[config.mk]
export PLATFORM = sky130hd
export DESIGN_NAME = touch_pad_baseline_hysteresis
export DESIGN_NICKNAME = d
export VERILOG_FILES = /design/src/rtl/tpbh_pkg.sv /design/src/rtl/touch_pad_baseline_hysteresis.sv /design/src/rtl/tpbh_datapath.sv /design/src/rtl/tpbh_ctrl.sv
export SDC_FILE = /design/constraint.sdc
export NUM_CORES = 2
export LEC_CHECK = 0
export CAP_MARGIN = 25
export CELL_PAD_IN_SITES_DETAIL_PLACEMENT = 0
export CELL_PAD_IN_SITES_GLOBAL_PLACEMENT = 1
export CORE_UTILIZATION = 25
export CTS_CLUSTER_SIZE = 20
export DETAILED_ROUTE_END_ITERATION = 10
export DONT_BUFFER_PORTS = 1
export PLACE_DENSITY_LB_ADDON = 0.25
export SLEW_MARGIN = 20
export SYNTH_ARGS = -nofsm -noshare
export SYNTH_HDL_FRONTEND = slang
export SYNTH_SLANG_ARGS = --single-unit
export TNS_END_PERCENT = 10
[constraint.sdc]
create_clock -name clk -period 9.1 [get_ports clk]
set_input_delay 0.91 -clock clk [delete_from_list [all_inputs] [get_ports clk]]
set_output_delay 0.91 -clock clk [all_outputs]
set_load 0.02 [all_outputs]
[src/rtl/tpbh_pkg.sv]
// ----------------------------------------------------------------------------
// tpbh_pkg
// Widths, constants, register indexes and the controller/datapath interface
// types of the touch pad baseline tracker.
// ----------------------------------------------------------------------------
package tpbh_pkg;

    // Field widths
    localparam int PAD_W      = 4;
    localparam int SAMPLE_W   = 16;
    localparam int FRAC_W     = 16;
    localparam int BASE_W     = SAMPLE_W + FRAC_W;
    localparam int SUM_W      = 24;
    localparam int SEEN_W     = 8;
    localparam int GAIN_W     = 16;
    localparam int PROD_W     = BASE_W + GAIN_W;
    localparam int CFG_IDX_W  = 3;
    localparam int CFG_DATA_W = 16;

    // Default pad count
    localparam int PADS_DEFAULT = 16;

    // Automatic threshold factors, Q0.16
    localparam logic [GAIN_W-1:0] K_ON  = 16'd9830;
    localparam logic [GAIN_W-1:0] K_OFF = 16'd5243;

    // Calibration sample counter saturates here
    localparam logic [SEEN_W-1:0] SEEN_MAX = 8'd255;

    // Divider step counter
    localparam int DIV_CNT_W = $clog2(SUM_W);
    localparam logic [DIV_CNT_W-1:0] DIV_LAST = DIV_CNT_W'(SUM_W - 1);

    // Register reset values
    localparam logic [SAMPLE_W-1:0] MAX_CHARGE_RST = 16'd2000;
    localparam logic [SAMPLE_W-1:0] ON_THR_RST     = 16'd0;
    localparam logic [SAMPLE_W-1:0] OFF_THR_RST    = 16'd0;
    localparam logic [GAIN_W-1:0]   GAIN_RST       = 16'd655;
    localparam logic [SEEN_W-1:0]   CALIB_CNT_RST  = 8'd16;

    // Register indexes
    localparam logic [CFG_IDX_W-1:0] REG_MAX_CHARGE = 3'd0;
    localparam logic [CFG_IDX_W-1:0] REG_ON_THR     = 3'd1;
    localparam logic [CFG_IDX_W-1:0] REG_OFF_THR    = 3'd2;
    localparam logic [CFG_IDX_W-1:0] REG_TRACK_GAIN = 3'd3;
    localparam logic [CFG_IDX_W-1:0] REG_CALIB_CNT  = 3'd4;

    // Commands from the controller to the datapath
    typedef struct packed {
        logic load;
        logic fetch;
        logic cal_acc;
        logic div_start;
        logic div_step;
        logic cal_write;
        logic mul_on;
        logic mul_off;
        logic decide;
        logic mul_trk;
        logic scan_write;
        logic null_write;
    } tpbh_cmd_t;

    // Status from the datapath to the controller
    typedef struct packed {
        logic pad_ok;
        logic scan;
        logic cal_complete;
        logic div_last;
    } tpbh_stat_t;

endpackage

[src/rtl/touch_pad_baseline_hysteresis.sv]
// ----------------------------------------------------------------------------
// touch_pad_baseline_hysteresis
// Capacitive touch pad baseline tracker with press hysteresis.
// ----------------------------------------------------------------------------
// One item at a time: an item is taken only while the block is idle, and
// the next one can be taken the cycle after its result is loaded, even if
// that result is still waiting downstream. A scan item makes three passes
// through the shared 32x16 multiplier (on threshold, off threshold,
// tracking step). A calibration item that completes calibration also runs
// the 24-step restoring divider that forms the mean. An item for a pad
// beyond PADS goes straight to its result. A stalled output holds the item
// in its write state. All per-pad state is cleared by reset; the
// configuration port is always ready.
// ----------------------------------------------------------------------------
module touch_pad_baseline_hysteresis #(
    parameter int PADS = tpbh_pkg::PADS_DEFAULT
) (
    input  logic                            clk,
    input  logic                            rst_n,
    input  logic                            in_valid,
    output logic                            in_stall,
    input  logic                            mode,
    input  logic [tpbh_pkg::PAD_W-1:0]      pad,
    input  logic [tpbh_pkg::SAMPLE_W-1:0]   sample_us,
    output logic                            out_valid,
    input  logic                            out_stall,
    output logic [tpbh_pkg::PAD_W-1:0]      pad_out,
    output logic                            pressed,
    output logic                            rose,
    output logic                            fell,
    output logic [tpbh_pkg::SAMPLE_W-1:0]   clamped_us,
    output logic [tpbh_pkg::SAMPLE_W-1:0]   baseline_us,
    output logic                            calib_done,
    input  logic                            cfg_valid,
    output logic                            cfg_ready,
    input  logic [tpbh_pkg::CFG_IDX_W-1:0]  cfg_index,
    input  logic [tpbh_pkg::CFG_DATA_W-1:0] cfg_data
);
    import tpbh_pkg::*;

    tpbh_cmd_t  cmd;
    tpbh_stat_t stat;

    assign cfg_ready = 1'b1;

    tpbh_ctrl u_ctrl (
        .clk       (clk),
        .rst_n     (rst_n),
        .in_valid  (in_valid),
        .in_stall  (in_stall),
        .out_valid (out_valid),
        .out_stall (out_stall),
        .stat      (stat),
        .cmd       (cmd)
    );

    tpbh_datapath #(
        .PADS (PADS)
    ) u_dp (
        .clk         (clk),
        .rst_n       (rst_n),
        .cmd         (cmd),
        .stat        (stat),
        .cfg_we      (cfg_valid && cfg_ready),
        .cfg_index   (cfg_index),
        .cfg_data    (cfg_data),
        .mode        (mode),
        .pad         (pad),
        .sample_us   (sample_us),
        .pad_out     (pad_out),
        .pressed     (pressed),
        .rose        (rose),
        .fell        (fell),
        .clamped_us  (clamped_us),
        .baseline_us (baseline_us),
        .calib_done  (calib_done)
    );

endmodule

[src/rtl/tpbh_datapath.sv]
// ----------------------------------------------------------------------------
// tpbh_datapath
// Per-pad state stores, configuration registers, shared 32x16 multiplier,
// restoring divider for the calibration mean and the result register.
// ----------------------------------------------------------------------------
module tpbh_datapath #(
    parameter int PADS = tpbh_pkg::PADS_DEFAULT
) (
    input  logic                            clk,
    input  logic                            rst_n,
    input  tpbh_pkg::tpbh_cmd_t             cmd,
    output tpbh_pkg::tpbh_stat_t            stat,
    input  logic                            cfg_we,
    input  logic [tpbh_pkg::CFG_IDX_W-1:0]  cfg_index,
    input  logic [tpbh_pkg::CFG_DATA_W-1:0] cfg_data,
    input  logic                            mode,
    input  logic [tpbh_pkg::PAD_W-1:0]      pad,
    input  logic [tpbh_pkg::SAMPLE_W-1:0]   sample_us,
    output logic [tpbh_pkg::PAD_W-1:0]      pad_out,
    output logic                            pressed,
    output logic                            rose,
    output logic                            fell,
    output logic [tpbh_pkg::SAMPLE_W-1:0]   clamped_us,
    output logic [tpbh_pkg::SAMPLE_W-1:0]   baseline_us,
    output logic                            calib_done
);
    import tpbh_pkg::*;

    localparam int PIDX_W = (PADS > 1) ? $clog2(PADS) : 1;

    // Configuration registers
    logic [SAMPLE_W-1:0] maxc_reg;
    logic [SAMPLE_W-1:0] on_thr_reg;
    logic [SAMPLE_W-1:0] off_thr_reg;
    logic [GAIN_W-1:0]   gain_reg;
    logic [SEEN_W-1:0]   ccnt_reg;

    // Per-pad state
    logic [BASE_W-1:0] base_mem [0:PADS-1];
    logic [SUM_W-1:0]  sum_mem  [0:PADS-1];
    logic [SEEN_W-1:0] seen_mem [0:PADS-1];
    logic [PADS-1:0]   press_reg;

    // Item working registers
    logic                mode_reg;
    logic [PAD_W-1:0]    pad_reg;
    logic [SAMPLE_W-1:0] clamped_reg;
    logic                was_reg;
    logic [BASE_W-1:0]   bq_reg;
    logic [SUM_W-1:0]    sum_reg;
    logic [SEEN_W-1:0]   seen_reg;
    logic [PROD_W-1:0]   prod_reg;
    logic [SAMPLE_W-1:0] thr_on_reg;
    logic                on_reg;
    logic                up_reg;
    logic [BASE_W-1:0]   mag_reg;

    // Divider registers
    logic [SUM_W-1:0]     quo_reg;
    logic [SEEN_W-1:0]    rem_reg;
    logic [DIV_CNT_W-1:0] dcnt_reg;

    // Result register
    logic [PAD_W-1:0]    res_pad_reg;
    logic                res_pressed_reg;
    logic                res_rose_reg;
    logic                res_fell_reg;
    logic [SAMPLE_W-1:0] res_clamped_reg;
    logic [SAMPLE_W-1:0] res_base_reg;
    logic                res_done_reg;

    logic [PIDX_W-1:0]   idx;
    logic                pad_ok;
    logic [SAMPLE_W-1:0] clamp_w;
    logic [SEEN_W-1:0]   need_w;
    logic                complete_w;
    logic [SEEN_W:0]     shifted_w;
    logic                div_ge_w;
    logic [BASE_W-1:0]   mul_a;
    logic [GAIN_W-1:0]   mul_b;
    logic [SAMPLE_W-1:0] base_int_w;
    logic [SAMPLE_W-1:0] delta_w;
    logic [SAMPLE_W-1:0] thr_off_w;
    logic                on_w;
    logic [BASE_W-1:0]   target_w;
    logic                up_w;
    logic [BASE_W-1:0]   bq_new_w;

    assign idx     = pad_reg[PIDX_W-1:0];
    assign pad_ok  = (32'(pad_reg) < PADS);
    assign clamp_w = (sample_us < maxc_reg) ? sample_us : maxc_reg;

    // Calibration completes once the summed count reaches the target
    assign need_w     = (ccnt_reg == '0) ? SEEN_W'(1) : ccnt_reg;
    assign complete_w = (seen_reg >= need_w);

    // One restoring divide step: shift in the next dividend bit and try
    assign shifted_w = {rem_reg, quo_reg[SUM_W-1]};
    assign div_ge_w  = (shifted_w >= {1'b0, seen_reg});

    assign stat.pad_ok       = pad_ok;
    assign stat.scan         = mode_reg;
    assign stat.cal_complete = complete_w;
    assign stat.div_last     = (dcnt_reg == DIV_LAST);

    // Pick the multiplier operands
    always_comb
    begin
        mul_a = bq_reg;
        mul_b = K_ON;
        if (cmd.mul_trk)
        begin
            mul_a = mag_reg;
            mul_b = gain_reg;
        end
        else if (cmd.mul_off)
        begin
            mul_b = K_OFF;
        end
    end

    // Press decision and tracking distance
    assign base_int_w = bq_reg[BASE_W-1:FRAC_W];
    assign delta_w    = (clamped_reg > base_int_w) ? (clamped_reg - base_int_w) : '0;
    assign thr_off_w  = (off_thr_reg != '0) ? off_thr_reg : prod_reg[PROD_W-1:BASE_W];
    assign on_w       = was_reg ? (delta_w >= thr_off_w)
                                : ((delta_w >= thr_on_reg) && (clamped_reg < maxc_reg));
    assign target_w   = {clamped_reg, {FRAC_W{1'b0}}};
    assign up_w       = (target_w >= bq_reg);

    // Move the baseline toward the sample by the scaled step
    assign bq_new_w = up_reg ? (bq_reg + prod_reg[PROD_W-1:FRAC_W])
                             : (bq_reg - prod_reg[PROD_W-1:FRAC_W]);

    // Configuration registers
    always_ff @(posedge clk or negedge rst_n)
    begin
        if (!rst_n)
        begin
            maxc_reg    <= MAX_CHARGE_RST;
            on_thr_reg  <= ON_THR_RST;
            off_thr_reg <= OFF_THR_RST;
            gain_reg    <= GAIN_RST;
            ccnt_reg    <= CALIB_CNT_RST;
        end
        else if (cfg_we)
        begin
            unique case (cfg_index)
                REG_MAX_CHARGE: maxc_reg    <= cfg_data;
                REG_ON_THR:     on_thr_reg  <= cfg_data;
                REG_OFF_THR:    off_thr_reg <= cfg_data;
                REG_TRACK_GAIN: gain_reg    <= cfg_data;
                REG_CALIB_CNT:  ccnt_reg    <= cfg_data[SEEN_W-1:0];
                default:        ;
            endcase
        end
    end

    // Per-pad stores: write back at the end of each calibration or scan item
    always_ff @(posedge clk or negedge rst_n)
    begin
        if (!rst_n)
        begin
            for (int i = 0; i < PADS; i++)
            begin
                base_mem[i] <= '0;
                sum_mem[i]  <= '0;
                seen_mem[i] <= '0;
            end
            press_reg <= '0;
        end
        else
        begin
            if (cmd.cal_write)
            begin
                if (complete_w)
                begin
                    base_mem[idx]  <= {quo_reg[SAMPLE_W-1:0], {FRAC_W{1'b0}}};
                    sum_mem[idx]   <= '0;
                    seen_mem[idx]  <= '0;
                    press_reg[idx] <= 1'b0;
                end
                else
                begin
                    sum_mem[idx]  <= sum_reg;
                    seen_mem[idx] <= seen_reg;
                end
            end
            if (cmd.scan_write)
            begin
                press_reg[idx] <= on_reg;
                if (!on_reg)
                begin
                    base_mem[idx] <= bq_new_w;
                end
            end
        end
    end

    // Item working registers
    always_ff @(posedge clk)
    begin
        if (cmd.load)
        begin
            mode_reg    <= mode;
            pad_reg     <= pad;
            clamped_reg <= clamp_w;
        end
        if (cmd.fetch)
        begin
            bq_reg   <= base_mem[idx];
            sum_reg  <= sum_mem[idx];
            seen_reg <= seen_mem[idx];
            was_reg  <= press_reg[idx];
        end
        if (cmd.cal_acc)
        begin
            sum_reg <= sum_reg + SUM_W'(clamped_reg);
            if (seen_reg < SEEN_MAX)
            begin
                seen_reg <= seen_reg + SEEN_W'(1);
            end
        end
        if (cmd.mul_on || cmd.mul_off || cmd.mul_trk)
        begin
            prod_reg <= PROD_W'(mul_a) * PROD_W'(mul_b);
        end
        if (cmd.mul_off)
        begin
            thr_on_reg <= (on_thr_reg != '0) ? on_thr_reg : prod_reg[PROD_W-1:BASE_W];
        end
        if (cmd.decide)
        begin
            on_reg  <= on_w;
            up_reg  <= up_w;
            mag_reg <= up_w ? (target_w - bq_reg) : (bq_reg - target_w);
        end
    end

    // Restoring divider for the calibration mean
    always_ff @(posedge clk)
    begin
        if (cmd.div_start)
        begin
            quo_reg  <= sum_reg;
            rem_reg  <= '0;
            dcnt_reg <= '0;
        end
        else if (cmd.div_step)
        begin
            quo_reg  <= {quo_reg[SUM_W-2:0], div_ge_w};
            rem_reg  <= div_ge_w ? SEEN_W'(shifted_w - {1'b0, seen_reg})
                                 : shifted_w[SEEN_W-1:0];
            dcnt_reg <= dcnt_reg + DIV_CNT_W'(1);
        end
    end

    // Result register
    always_ff @(posedge clk)
    begin
        if (cmd.cal_write || cmd.scan_write || cmd.null_write)
        begin
            res_pad_reg     <= pad_reg;
            res_clamped_reg <= clamped_reg;
        end
        if (cmd.cal_write)
        begin
            res_pressed_reg <= complete_w ? 1'b0 : was_reg;
            res_rose_reg    <= 1'b0;
            res_fell_reg    <= 1'b0;
            res_base_reg    <= complete_w ? quo_reg[SAMPLE_W-1:0] : base_int_w;
            res_done_reg    <= complete_w;
        end
        else if (cmd.scan_write)
        begin
            res_pressed_reg <= on_reg;
            res_rose_reg    <= on_reg && !was_reg;
            res_fell_reg    <= !on_reg && was_reg;
            res_base_reg    <= on_reg ? base_int_w : bq_new_w[BASE_W-1:FRAC_W];
            res_done_reg    <= 1'b0;
        end
        else if (cmd.null_write)
        begin
            res_pressed_reg <= 1'b0;
            res_rose_reg    <= 1'b0;
            res_fell_reg    <= 1'b0;
            res_base_reg    <= '0;
            res_done_reg    <= 1'b0;
        end
    end

    assign pad_out     = res_pad_reg;
    assign pressed     = res_pressed_reg;
    assign rose        = res_rose_reg;
    assign fell        = res_fell_reg;
    assign clamped_us  = res_clamped_reg;
    assign baseline_us = res_base_reg;
    assign calib_done  = res_done_reg;

endmodule

[src/rtl/tpbh_ctrl.sv]
// ----------------------------------------------------------------------------
// tpbh_ctrl
// Sequencer for the touch pad baseline tracker: steps one item through the
// datapath and owns the input and output handshakes.
// ----------------------------------------------------------------------------
module tpbh_ctrl (
    input  logic                 clk,
    input  logic                 rst_n,
    input  logic                 in_valid,
    output logic                 in_stall,
    output logic                 out_valid,
    input  logic                 out_stall,
    input  tpbh_pkg::tpbh_stat_t stat,
    output tpbh_pkg::tpbh_cmd_t  cmd
);
    import tpbh_pkg::*;

    localparam logic [3:0] S_IDLE    = 4'd0;
    localparam logic [3:0] S_FETCH   = 4'd1;
    localparam logic [3:0] S_CAL_ACC = 4'd2;
    localparam logic [3:0] S_CAL_CHK = 4'd3;
    localparam logic [3:0] S_DIV     = 4'd4;
    localparam logic [3:0] S_CAL_WR  = 4'd5;
    localparam logic [3:0] S_MUL_ON  = 4'd6;
    localparam logic [3:0] S_MUL_OFF = 4'd7;
    localparam logic [3:0] S_DECIDE  = 4'd8;
    localparam logic [3:0] S_MUL_TRK = 4'd9;
    localparam logic [3:0] S_SCAN_WR = 4'd10;
    localparam logic [3:0] S_NULL_WR = 4'd11;

    logic [3:0] state_reg;
    logic [3:0] state_next;
    logic       out_valid_reg;
    logic       out_valid_next;
    logic       out_free;
    logic       res_load;

    // The result register may take a new item once the old one is gone
    assign out_free = !out_valid_reg || !out_stall;
    assign res_load = cmd.cal_write || cmd.scan_write || cmd.null_write;

    // Advance through the steps of one item
    always_comb
    begin
        state_next = state_reg;
        cmd        = '0;
        unique case (state_reg)
            S_IDLE:
            begin
                if (in_valid)
                begin
                    cmd.load   = 1'b1;
                    state_next = S_FETCH;
                end
            end
            S_FETCH:
            begin
                cmd.fetch = 1'b1;
                if (!stat.pad_ok)
                begin
                    state_next = S_NULL_WR;
                end
                else if (stat.scan)
                begin
                    state_next = S_MUL_ON;
                end
                else
                begin
                    state_next = S_CAL_ACC;
                end
            end
            S_CAL_ACC:
            begin
                cmd.cal_acc = 1'b1;
                state_next  = S_CAL_CHK;
            end
            S_CAL_CHK:
            begin
                if (stat.cal_complete)
                begin
                    cmd.div_start = 1'b1;
                    state_next    = S_DIV;
                end
                else
                begin
                    state_next = S_CAL_WR;
                end
            end
            S_DIV:
            begin
                cmd.div_step = 1'b1;
                if (stat.div_last)
                begin
                    state_next = S_CAL_WR;
                end
            end
            S_CAL_WR:
            begin
                if (out_free)
                begin
                    cmd.cal_write = 1'b1;
                    state_next    = S_IDLE;
                end
            end
            S_MUL_ON:
            begin
                cmd.mul_on = 1'b1;
                state_next = S_MUL_OFF;
            end
            S_MUL_OFF:
            begin
                cmd.mul_off = 1'b1;
                state_next  = S_DECIDE;
            end
            S_DECIDE:
            begin
                cmd.decide = 1'b1;
                state_next = S_MUL_TRK;
            end
            S_MUL_TRK:
            begin
                cmd.mul_trk = 1'b1;
                state_next  = S_SCAN_WR;
            end
            S_SCAN_WR:
            begin
                if (out_free)
                begin
                    cmd.scan_write = 1'b1;
                    state_next     = S_IDLE;
                end
            end
            S_NULL_WR:
            begin
                if (out_free)
                begin
                    cmd.null_write = 1'b1;
                    state_next     = S_IDLE;
                end
            end
            default:
            begin
                state_next = S_IDLE;
            end
        endcase
    end

    // Hold the result valid until taken
    always_comb
    begin
        out_valid_next = out_valid_reg;
        if (res_load)
        begin
            out_valid_next = 1'b1;
        end
        else if (!out_stall)
        begin
            out_valid_next = 1'b0;
        end
    end

    always_ff @(posedge clk or negedge rst_n)
    begin
        if (!rst_n)
        begin
            state_reg     <= S_IDLE;
            out_valid_reg <= 1'b0;
        end
        else
        begin
            state_reg     <= state_next;
            out_valid_reg <= out_valid_next;
        end
    end

    assign in_stall  = (state_reg != S_IDLE);
    assign out_valid = out_valid_reg;

endmodule

Word-level counts from Yosys, hierarchy flattened --
Cells that the tools add are included.
Operators by class: eq/ne operators 20, reduce and logical (&&, ||, !) cells 31, multiply operators 1, magnitude comparators 13, muxes and demuxes 88, add/sub/neg operators 9, shifts and indexed selects 0, bitwise operators 7, divide/modulo/power cells 0
Operators with widths (number):
- $mux 512 | 4
- $bwmux 512 | 2
- $and 384x384->384 | 1
- $bwmux 384 | 1
- $mux 384 | 1
- $not 384->384 | 1
- $mux 16 | 13
- $mux 32 | 6
- $mux 24 | 7
- $and 128x128->128 | 1
- $bmux 32 s4 | 1
- $bwmux 128 | 1
- $demux 32 s4 | 1
- $mux 128 | 1
- $not 128->128 | 1
- $bmux 24 s4 | 1
- $demux 24 s4 | 1
- $sub 32x32->32 | 3
- $mux 8 | 8
- $mul 32x16->48 | 1
- $pmux 4 s10 | 1
- $add 32x32->32 | 1
- $bmux 8 s4 | 1
- $demux 8 s4 | 1
- 49 further kinds | 109
Storage, ports and cells: memories kept 0, RAM bits 0, latch bits 0, register bits after elaboration 1378, bits in read-only memories 0

Longest topological paths before layout --
word-level depth 11, gate-level depth with buffers 30, gate-level depth less buffers 28

Modules after synthesis --
A second synthesis with hierarchy kept.
Unflattened totals: cell total of the unflattened synthesis 8246, area total of the unflattened synthesis 83560.1 um2
Modules (own cells, without submodules):
- tpbh_datapath | area an instance 83104.7 um2, seq. area each 34969.8 um2, times used 1, cells each 8187
- tpbh_ctrl | area an instance 444.2 um2, seq. area each 125.1 um2, times used 1, cells each 57
- touch_pad_baseline_hysteresis | area an instance 11.3 um2, seq. area each 0.0 um2, times used 1, cells each 2

Worst setup path after synthesis --
No wires, ideal clock.
kind register to register, start register u_ctrl.state_reg[1], end register u_dp.prod_reg[47], data pin, cell stages (with the launch flop) 27, setup slack 1.584 ns, buffers on the path 4, arrival 7.256 ns, cell sequence dfrtp_1 > buf_2 > and4bb_4 > clkbuf_1 > clkbuf_1 > buf_1 > mux2i_1 > nor2_1 > fa_1 > inv_1 > fa_1 > fa_1 > inv_1 > fa_1 > fa_1 > fa_1 > ha_1 > o21a_1 > o21a_1 > o21ai_0 > a2111oi_0 > o211ai_1 > a41oi_2 > a31oi_1 > o21bai_2 > a21oi_1 > xnor2_1
On the way: cells in the longest elaborated chain, start to end 5, elaborated cells on any way between the ends 8
RTL lines:
- start, declared | RTL line tpbh_ctrl.sv:31 | logic [3:0] state_reg;
- start signal, assigned | RTL line tpbh_ctrl.sv:171 | state_reg <= state_next;
- $eq 4x3->1 | RTL line tpbh_ctrl.sv:47 | unique case (state_reg)
- $mux 1 | RTL line tpbh_ctrl.sv:47
- $mux 14 | RTL line tpbh_datapath.sv:116 | else if (cmd.mul_off)
- $mux 16 | RTL line tpbh_datapath.sv:111 | if (cmd.mul_trk)
- $mul 32x16->48 * | RTL line tpbh_datapath.sv:226 | prod_reg <= PROD_W'(mul_a) * PROD_W'(mul_b);
- end signal, assigned | RTL line tpbh_datapath.sv:226
- end, declared | RTL line tpbh_datapath.sv:52 | logic [PROD_W-1:0] prod_reg;
Mark *: on every way between the ends. The rest lies on a longest branch, timed or not. A chain may end at the register's enable or synchronous reset.

Final worst setup path --
start register u_ctrl.state_reg[2], end register u_dp.prod_reg[47], data pin
Same word-level chain as after synthesis.

==> flow_summary_export.csv <==
group,metric,value,unit
run_status,status,"finished clean",
global_routing,grt.total_usage,0.1880,
critical_path,max_stage_delay,0.80,ns
sta,finalSetupViolCount,0,
floorplan,die_w,576.1,µm
sta,max_clock_freq,0.1157,GHz
finish,largest_register_ffs,512,
run,max-cap-violations,0,
critical_path,r2r_start,"u_ctrl.state_reg[2]",
yosys,syn_avg_cell_area,10.35,µm²
yosys,synth_seq_cells,1362,
finish,largest-register,"u_dp.base_mem",
clocking,cts_buffers,167,
critical_path,worstSetupPathType,"reg -> reg",
clocking,clkLatencyLatePin,0.86,ns
global_routing,grt_pass1_wl,457.9,mm
floorplan,io_pins,88,
critical_path,crit_fanout,19,
floorplan,die_y,576.1,µm
clocking,clk_pin_slew,0.06,ns
finish,fillers,34100,
yosys,synthTopCellsByArea,"dfrtp_1, fa_1, mux4_2",
placement,gp_congestion,0.8720,
detailed_routing,avgViaCountPerCell,4.933,
clocking,htree_levels,4,
hold_path,hold_path_class,"in -> async",
yosys,ys_async_sr_fraction,0.8201,
detailed_routing,wirelength,313.5,mm
floorplan,placementRows,210,
yosys,yosys_warnings,0,
critical_path,cp_top_family,"adder cells",
finish,final_nets,8521,
global_routing,grt_max_degree,226,
sta,grt_setup_unrepaired,"no",
clocking,root_buffer,"clkbuf_16",
detailed_routing,vias,60440,
critical_path,worst_path_max_delay_cell,"mux2i_1",
yosys,synth_top_cell_by_area,"dfrtp_1",
floorplan,core_area,0.3277,mm²
critical_path,critPathRequiredTime,9.64,ns
critical_path,reg2reg_setup_slack,0.46,ns
detailed_routing,drc,0,
finish,drive_above_1_share,0.1235,
placement,dp_hpwl,206.3,mm
detailed_routing,first_pass_iters,6,
yosys,netlist_instances,7959,
detailed_routing,drt_iter0_drc,4936,
finish,layout_commonest_cell,"nand2_1",
sta,slew-limit-headroom,0.2829,
global_routing,antenna_found_initial,17,
yosys,yosys_most_used_dff,"dfrtp_1",
detailed_routing,wl_per_cell,25.59,µm
critical_path,path_cells,"nand4bb_2, buf_4, mux2i_1, nor2_1, fa_1, inv_1, fa_1, fa_1, inv_1, fa_1, fa_1, inv_1, fa_1, inv_1, ha_1, nand4_1, a2111oi_0, buf_4, o211ai_1, a41oi_4, a31oi_1, o21bai_2, a21oi_1, xnor2_1",
yosys,synth_area,0.08241,mm²
sta,finalCritPeriodShare,0.9499,
detailed_routing,ant_nets,0,
sta,slew_violations,0,
yosys,syn_nets,8703,
critical_path,rr_endpoint,"u_dp.prod_reg[47]",
critical_path,cpMostUsedCell,"fa_1",
yosys,synth_cell_types,87,
clocking,clockBufferDepth,4,
critical_path,end_kind,"register",
sta,worst-slew-pin-transition,1.076,ns
critical_path,start_kind,"register",
sta,timing.final.hold_violations,0,
clocking,cts_tree,"done",
yosys,synth_top_area_share,0.3352,
sta,clock_skew,0.08867,ns
sta,final.min_clock_period,8.644,ns
finish,areaGrowthSynthToFinish,13.08,%
sta,tns,0,ns
yosys,yosysSeqAreaShare,0.4259,
finish,largestRegisters,"u_dp.base_mem: 512 flops, u_dp.sum_mem: 384 flops, u_dp.seen_mem: 128 flops",
global_routing,grt_pass1_vias,62390,
finish,final_cell_mix,"nand2_1, dfrtp_1, o21ai_0",
critical_path,worstPathBufferInverterCount,6,
floorplan,start_util,0.2515,
clocking,clock-sinks,1362,
critical_path,worst_ep_arrival_time,9.18,ns
floorplan,dieArea,0.3319,mm²
placement,port_buffers,0,
global_routing,overflow,0,
yosys,synth_edf_count,222,
critical_path,rr_worst_depth,24,
## cell type report
cell class / count / area, µm² / share of cell area
antenna: 3 / 7.507 / 0.00008056
clock buffer: 236 / 4805 / 0.05156
clock inverter: 59 / 478.0 / 0.005129
inverter: 549 / 2061 / 0.02211
multi-input combinational: 5496 / 43520 / 0.4670
sequential: 1362 / 35090 / 0.3766
tap: 4346 / 5438 / 0.05835
timing repair buffer: 201 / 1789 / 0.01920
## synthesized netlist by cell type (42+ instances only)
cell type	number
mux4_2	325
buf_1	69
o21ai_0	890
xnor2_1	84
clkbuf_1	423
mux2_2	73
fa_1	422
a21oi_1	260
edfxtp_1	222
ha_1	277
a21o_1	113
nor2_1	439
xor2_1	82
nor3_1	42
inv_1	545
a31oi_1	58
nand3_1	246
and3_1	88
o21ai_1	95
mux2i_1	252
nand2_1	1377
dfrtp_1	1104
buf_2	54
## what timing repair did
action / in CTS / in global routing
endpoints found under the hold margin: 112 / 0
setup endpoints to repair: 0 / 6
setup buffers: 0 / 0
hold buffers: 1 / 0
resized for setup: 0 / 8
## through the flow
stage	hold WS, ns	std cells	util	worst slack, ns	cell area (µm²)
2_1_floorplan	0.4244	7959	-	1.584	82410
3_3_place_gp	0.4561	11940	0.2675	0.1816	87630
3_5_place_dp	0.4603	11950	0.2676	0.2579	87690
4_1_cts	0.06992	12240	0.2838	0.1853	93000
5_1_grt	0.04092	12250	0.2844	0.004394	93190
6_report	0.05551	12250	0.2844	0.4563	93190
## logic make-up after synthesis
family | Yosys count | synth area share
xor+xnor | 166 | 0.01764
other cells | 1 | 0.00004550
simple gates | 2387 | 0.1233
fa+ha+maj | 699 | 0.1446
flops | 1362 | 0.4259
buf+inv | 1101 | 0.05129
mux | 650 | 0.1294
compound gates | 1593 | 0.1079
## metal layers
metal / track usage / part of all wire / wire length, µm
met4: 0.05475 / 0.031 / 9598
met3: 0.02722 / 0.051 / 16010
met1: 0.2515 / 0.44 / 138000
met2: 0.3147 / 0.48 / 149900
met5: 0 / 0.000077 / 24
## worst max-delay path by stage
| stage | depth (start not counted) | startpoint | end | slack [ns] |
|---|---|---|---|---|
| floorplan | 26 | u_ctrl.state_reg[1] | u_dp.prod_reg[47] | 1.58 |
| global placement | 22 | u_ctrl.state_reg[2] | u_dp.prod_reg[47] | 0.18 |
| detailed placement | 24 | u_ctrl.state_reg[2] | u_dp.prod_reg[47] | 0.26 |
| CTS | 23 | u_ctrl.state_reg[2] | u_dp.prod_reg[47] | 0.19 |
| global route | 26 | u_ctrl.state_reg[2] | u_dp.prod_reg[47] | 0.004 |
| finish | 24 | u_ctrl.state_reg[2] | u_dp.prod_reg[47] | 0.46 |
Power is not shown: default switching activity piles up to over one toggle a cycle in this logic, so the estimate is an artifact.
